## src/rtl/psc_pkg.sv

```systemverilog
package psc_pkg;

	// fixed geometry of the output texture
	localparam int OUTPUT_SIZE      = 256;
	localparam int ROW_SHIFT        = $clog2(OUTPUT_SIZE);
	localparam int COL_SHIFT        = ROW_SHIFT + 1;

	// default size of the source byte store
	localparam int SOURCE_WORDS_DEF = 131072;

	// field widths
	localparam int DIM_W    = 10;
	localparam int COORD_W  = 8;
	localparam int SADDR_W  = 17;
	localparam int COLOUR_W = 32;
	localparam int BYTE_W   = 8;
	localparam int PIX_W    = 2 * DIM_W + 1;

	// configuration port
	localparam int CFG_IDX_W = 1;
	localparam int CFG_DATA_W = DIM_W;
	localparam logic [CFG_IDX_W-1:0] CFG_SOURCE_COLUMNS = 1'd0;
	localparam logic [CFG_IDX_W-1:0] CFG_SOURCE_ROWS    = 1'd1;
	localparam logic [DIM_W-1:0] COLUMNS_RESET = 10'd320;
	localparam logic [DIM_W-1:0] ROWS_RESET    = 10'd240;

	typedef enum logic [1:0] {
		CMD_PAL_WR = 2'd0,
		CMD_SRC_WR = 2'd1,
		CMD_PIX_RD = 2'd2,
		CMD_NOP    = 2'd3
	} psc_cmd_t;

	// input transaction
	typedef struct packed {
		psc_cmd_t             cmd;
		logic [BYTE_W-1:0]    palette_index;
		logic [COLOUR_W-1:0]  palette_colour;
		logic [SADDR_W-1:0]   source_address;
		logic [BYTE_W-1:0]    source_byte;
		logic [COORD_W-1:0]   output_row;
		logic [COORD_W-1:0]   output_column;
	} psc_req_t;

	// result transaction
	typedef struct packed {
		logic [COLOUR_W-1:0] pixel_colour;
		logic                out_of_range;
	} psc_rsp_t;

	// operation carried down the pipeline
	typedef struct packed {
		logic                valid;
		psc_cmd_t            cmd;
		logic [BYTE_W-1:0]   palette_index;
		logic [COLOUR_W-1:0] palette_colour;
		logic [SADDR_W-1:0]  source_address;
		logic [BYTE_W-1:0]   source_byte;
	} psc_op_t;

endpackage

```

## src/rtl/psc_addr_gen.sv

```systemverilog
module psc_addr_gen (
	input  logic                        clk,
	input  logic                        arst_n,
	input  logic                        accept,
	input  psc_pkg::psc_req_t           req,
	input  logic [psc_pkg::DIM_W-1:0]   source_columns,
	input  logic [psc_pkg::DIM_W-1:0]   source_rows,
	output psc_pkg::psc_op_t            op_s2,
	output logic [psc_pkg::PIX_W-1:0]   addr_s2
);

	localparam int ROW_PROD_W = psc_pkg::COORD_W + psc_pkg::DIM_W;
	localparam int COL_PROD_W = psc_pkg::COORD_W + 1 + psc_pkg::DIM_W;

	psc_pkg::psc_op_t             op_s1;
	logic [psc_pkg::DIM_W-1:0]    srow_s1;
	logic [psc_pkg::DIM_W-1:0]    scol_s1;
	logic [psc_pkg::DIM_W-1:0]    cols_s1;
	logic [ROW_PROD_W-1:0]        row_prod;
	logic [COL_PROD_W-1:0]        col_prod;
	logic [psc_pkg::COORD_W:0]    col_centre;
	logic [2*psc_pkg::DIM_W-1:0]  row_base;

	// source row and centred source column
	assign col_centre = {req.output_column, 1'b1};
	assign row_prod   = ROW_PROD_W'(req.output_row) * ROW_PROD_W'(source_rows);
	assign col_prod   = COL_PROD_W'(source_columns) * COL_PROD_W'(col_centre);

	always_ff @(posedge clk or negedge arst_n) begin
		if (!arst_n) begin
			op_s1 <= '0;
		end else begin
			op_s1.valid          <= accept;
			op_s1.cmd            <= req.cmd;
			op_s1.palette_index  <= req.palette_index;
			op_s1.palette_colour <= req.palette_colour;
			op_s1.source_address <= req.source_address;
			op_s1.source_byte    <= req.source_byte;
		end
	end

	always_ff @(posedge clk) begin
		srow_s1 <= psc_pkg::DIM_W'(row_prod >> psc_pkg::ROW_SHIFT);
		scol_s1 <= psc_pkg::DIM_W'(col_prod >> psc_pkg::COL_SHIFT);
		cols_s1 <= source_columns;
	end

	// row-major source address
	assign row_base = (2*psc_pkg::DIM_W)'(cols_s1) * (2*psc_pkg::DIM_W)'(srow_s1);

	always_ff @(posedge clk or negedge arst_n) begin
		if (!arst_n) begin
			op_s2 <= '0;
		end else begin
			op_s2.valid          <= op_s1.valid;
			op_s2.cmd            <= op_s1.cmd;
			op_s2.palette_index  <= op_s1.palette_index;
			op_s2.palette_colour <= op_s1.palette_colour;
			op_s2.source_address <= op_s1.source_address;
			op_s2.source_byte    <= op_s1.source_byte;
		end
	end

	always_ff @(posedge clk) begin
		addr_s2 <= psc_pkg::PIX_W'(row_base) + psc_pkg::PIX_W'(scol_s1);
	end

endmodule

```

## config.mk

```make
export PLATFORM = sky130hd
export DESIGN_NAME = psc_addr_gen
export DESIGN_NICKNAME = d
export VERILOG_FILES = /design/src/rtl/psc_pkg.sv /design/src/rtl/psc_addr_gen.sv
export SDC_FILE = /design/constraint.sdc
export NUM_CORES = 1
export LEC_CHECK = 0
export ABC_AREA = 1
export ABC_CLOCK_PERIOD_IN_PS = 13700
export BUFFER_PORTS_ARGS = -buffer_cell sky130_fd_sc_hd__buf_2
export CAP_MARGIN = 0
export CORE_AREA = 2 2 193 195
export CTS_CLUSTER_DIAMETER = 60
export DETAILED_ROUTE_END_ITERATION = 7
export DIE_AREA = 0 0 195 197
export PLACE_DENSITY = 0.55
export SKIP_CTS_REPAIR_TIMING = 1
export SYNTH_ARGS = -nofsm -noshare
export SYNTH_HDL_FRONTEND = slang
export SYNTH_SLANG_ARGS = --single-unit
```

## constraint.sdc

```tcl
create_clock -name clk -period 13.7 [get_ports clk]
set_input_delay 0 -clock clk [delete_from_list [all_inputs] [get_ports clk]]
set_output_delay 0 -clock clk [all_outputs]
set_load 0.03 [all_outputs]
```

### Word level (Yosys, flattened, before mapping)

Cells that the tools add are included.

* flip-flop bits (word level): 187
* input bits: 106
* output and inout bits: 89
* word-level logic and storage cells: 20

* $add $sub $neg: 1
* multipliers: 3

Operators by type and width (count)
* $add A20 B10 Y21: 1
* $mul A10 B10 Y20: 1
* $mul A10 B9 Y19: 1
* $mul A8 B10 Y18: 1

### Depth between registers and ports, before layout

* depth after elaboration: 2
* gate-level depth with buffers: 23

### Worst setup path before layout

Ideal clock, no wire load.

* path type: register to register
* from: register srow_s1[1] (netlist bit)
* to: register addr_s2[15] (netlist bit)
* library setup time: 112 ps
* arrival time: 4261 ps
* required time: 13588 ps
* slack: 9327 ps
* cell stages (with the launch flop): 23
* buffers on the path: 1
* path through: dfxtp_1 > clkbuf_1 > nand2_1 > fa_1 > inv_1 > fa_1 > inv_1 > fa_1 > inv_1 > fa_1 > inv_1 > fa_1 > inv_1 > ha_1 > nand2_1 > nand2_1 > nand2_1 > and2_1 > nor2_1 > nor2_1 > nand2_1 > nand2_1 > nand2_1

* word-level cells in the longest chain between the ends: 2

Ends and longest elaborated chain
* start: declaration: line psc_addr_gen.sv:16 `logic [psc_pkg::DIM_W-1:0] srow_s1;`
* start signal: assignment: line psc_addr_gen.sv:43 `srow_s1 <= psc_pkg::DIM_W'(row_prod >> psc_pkg::ROW_SHIFT);`
* $mul A10 B10 Y20: line psc_addr_gen.sv:49 `assign row_base = (2*psc_pkg::DIM_W)'(cols_s1) * (2*psc_pkg::DIM_W)'(srow_s1);`
* $add A20 B10 Y21: line psc_addr_gen.sv:65 `addr_s2 <= psc_pkg::PIX_W'(row_base) + psc_pkg::PIX_W'(scol_s1);`
* end signal: assignment: line psc_addr_gen.sv:65
* end: declaration: line psc_addr_gen.sv:9 `output logic [psc_pkg::PIX_W-1:0] addr_s2`

Every way passes these cells.

### Final worst setup path

* from: register cols_s1[6] (netlist bit)
* to: register addr_s2[15] (netlist bit)

* word-level cells in the longest chain between the ends: 2

Ends and longest elaborated chain
* start: declaration: line psc_addr_gen.sv:18 `logic [psc_pkg::DIM_W-1:0] cols_s1;`
* start signal: assignment: line psc_addr_gen.sv:45 `cols_s1 <= source_columns;`
* $mul A10 B10 Y20: line psc_addr_gen.sv:49
* $add A20 B10 Y21: line psc_addr_gen.sv:65

Every way passes these cells.

==> metrics.md <==
| Metric | Value |
|---|---|
| Peak fanout along the critical path | 10 |
| Synthesis-stage register bit count | 187 |
| CTS root buffer | clkbuf_16 |
| RD Place Congestion | around 0.94 |
| Antenna cells | 0 |
| Die X | slightly below 200 µm |
| TritonCTS Buffers | 17 |
| Final routed DRC violation total | 0 |
| Pins Over Slew Limit | 0 |
| Crit-path most repeated cell | nand2_1 |
| Core box area | between 0.03 and 0.04 mm² |
| Nets | approximately 2300 |
| GRT Util Overall | between 10% and 20% |
| WS Path Type | flop to flop |
| Vias per inst | around 4.5 |
| TNS Setup | 0 ps |
| Final Setup Violations | 0 |
| Post-synth EDFFs | 0 |
| Final HPWL DP | roughly 25000 µm |
| Register area share after synthesis | about 31% |
| Via count | about 11000 |
| CTS tree | built |
| FILL cells | 3530 |
| Syn Area/Cell | 8.698 µm² |
| Worst skew pair latency | ~430 ps |
| Routed WL per cell | roughly 13 µm |
| Ys Warns | 0 |
| Synth-to-layout area growth | 19.08% |
| Worst path max stage delay | slightly below 600 ps |
| Status | completed |
| Initial antenna violation count | 0 |
| RSZ-0062 raised after global routing | false |
| Worst slew margin relative to its limit | between 40% and 50% |
| Global route overflow | 0 |
| Crit-path cells | nand2_1, fa_1, inv_1, fa_1, inv_1, fa_1, inv_1, fa_1, inv_1, fa_1, inv_1, ha_1, nand2_1, nand2_1, nand2_1, and2_1, nor2_1, nor2_1, nand2_1, nand2_1, nand2_1 |
| Final hold vios | 0 |
| Number of nets with antenna violations after routing | 0 |
| Routed wire length | ~31000 µm |
| First-pass GRT wire length | around 52000 µm |
| # IOs | about 200 |
| # port buffers | 194 |
| Layout cells sized above 1 | between 10% and 20% |
| CTS Sinks | roughly 190 |
| DRT Pass-1 Iters | 5 |
| Post-Syn Nets | around 2100 |
| Synth Cell Area | between 0.01 and 0.015 mm² |
| Ys flop type | dfrtp_1 |
| Max_cap viols | 0 |
| Die area | roughly 0.038 mm² |
| Post-synthesis cell type count | 32 |
| Initial Util | 39.53% |
| Worst path required time | 14030 ps |
| Vias in the first global route | 10786 |
| Clk pin slew, worst setup/hold paths | ~80 ps |
| Cell Rows | 70 |
| Maximum clock insertion buffer count | 2 |
| Post-synth ARST share | between 70% and 80% |
| Largest net degree at the start of global routing | between 70 and 80 |
| H-tree depth | 4 |
| Crit path arrival time | slightly below 5000 ps |
| Period utilisation layout | about a third |
| Initial DRC count | roughly 550 |
| Crit end category | flop |
| Slew at the pin with the worst max-slew slack | approximately 860 ps |
| Startpoint types | flop |
| Worst path slowest cell | dfxtp_1 |
| Die Span Y | about 200 µm |
| Tightest Hold Check Type | primary input to flop |
| Crit path time final | 4572 ps |
| Highest clock rate | roughly 220 MHz |
| Layout Skew | roughly 12 ps |
| Syn Inst Count | ~1600 |
==> final timing paths <==
| check | depth (start not counted) | to | startpoint | slack, ps |
|---|---|---|---|---|
| worst max-delay path | 21 | addr_s2[15]$_DFF_P_ | cols_s1[6]$_DFF_P_ | 9130 |
| worst min-delay path | 2 | op_s1[2]$_DFF_PN0_ | req[18] | 210 |
| worst max register to register | 21 | addr_s2[15]$_DFF_P_ | cols_s1[6]$_DFF_P_ | 9130 |
| worst min register to register | 0 | op_s2[66]$_DFF_PN0_ | op_s1[66]$_DFF_PN0_ | 350 |
| max in group asynchronous | 3 | op_s2[3]$_DFF_PN0_ | arst_n | 12120 |
| min in group asynchronous | 2 | op_s1[19]$_DFF_PN0_ | arst_n | 260 |
==> cells in the final DEF (no fill, tap or decap), types with 39 or more instances in the layout <==
master / instances
buf_2: 193
fa_1: 176
dfrtp_1: 136
dfxtp_1: 51
ha_1: 131
nor2_1: 47
dlygate4sd3_1: 79
inv_1: 438
nand3_1: 39
nand2_1: 449
==> metal layers <==
| layer | vias to the layer above | global-route usage, % | part of all wire [%] |
|---|---|---|---|
| li1 | 5216 | - | - |
| met1 | 5024 | 22.92 | 48 |
| met2 | 276 | 27.90 | 46 |
| met3 | 35 | 2.327 | 4.4 |
| met4 | 0 | 3.902 | 1.3 |
| met5 | - | 0 | 0 |
==> synthesized netlist by cell type, types with 2 or more instances <==
master,instances,share of area [%]
nor3_1,6,0.21
nand2_4,2,0.16
nand3_2,5,0.35
buf_6,2,0.16
xor2_1,12,0.73
ha_1,131,11
nand2_2,16,0.70
nand4_1,4,0.17
nor2_1,47,1.2
nand2_1,449,12
o21ai_0,9,0.31
and2_1,2,0.087
nand3_1,39,1.4
dfxtp_1,51,7.1
clkbuf_1,49,1.3
a21oi_1,36,1.3
nor2_2,4,0.17
inv_1,438,11
dfrtp_1,136,24
fa_1,176,25
inv_2,5,0.13
xnor2_1,3,0.18
o21bai_1,6,0.31
buf_4,5,0.26
nor4_1,4,0.17
a21o_1,5,0.26
==> registers in the layout, summed over array words and instances (netlist names) <==
name and count:
addr_s2 21, srow_s1 10, op_s1 68, op_s2 68, cols_s1 10, scol_s1 10
==> final cells by class <==
type	count	area [µm²]	area share (%)
Clock buffer	17	425.4	2.492
Sequential cell	187	4424	25.92
Inverter	443	1663	9.742
Timing Repair Buffer	274	1772	10.38
Tap cell	468	585.6	3.431
Multi-Input combinational cell	962	8003	46.88
Clock inverter	15	196.4	1.151
==> critical path, delay by kind of cell, from the launching register on <==
kind                       cells  cell delay [ps]
adders and majority gates      6             2810
and+or+nand+nor               10              840
DFF                            1              580
buffers and inverters          5              240
==> logic make-up after synthesis <==
kind of cell    count (synthesis)  share of synthesized area [%]
compound gates                 59                          2.304
fa+ha+maj                     307                          36.02
xor+xnor                       15                         0.9166
simple gates                  581                          16.59
flops                         187                          30.87
buf+inv                       499                          13.30
==> metrics by stage <==
step	hold WS [ps]	util (%)	setup WS, ps	area, µm²	instances
finish	207.9	47.07	9128	17070	2366
CTS	-354.7	44.89	9133	16280	2287
global route	190.4	47.07	8814	17070	2366
floorplan	-295.6	-	9327	14330	1648
global placement	109.0	43.18	9205	15660	2255
detailed placement	109.3	43.18	9152	15660	2255
Power is not shown: default switching activity piles up to over one toggle a cycle in this logic, so the estimate is an artifact.
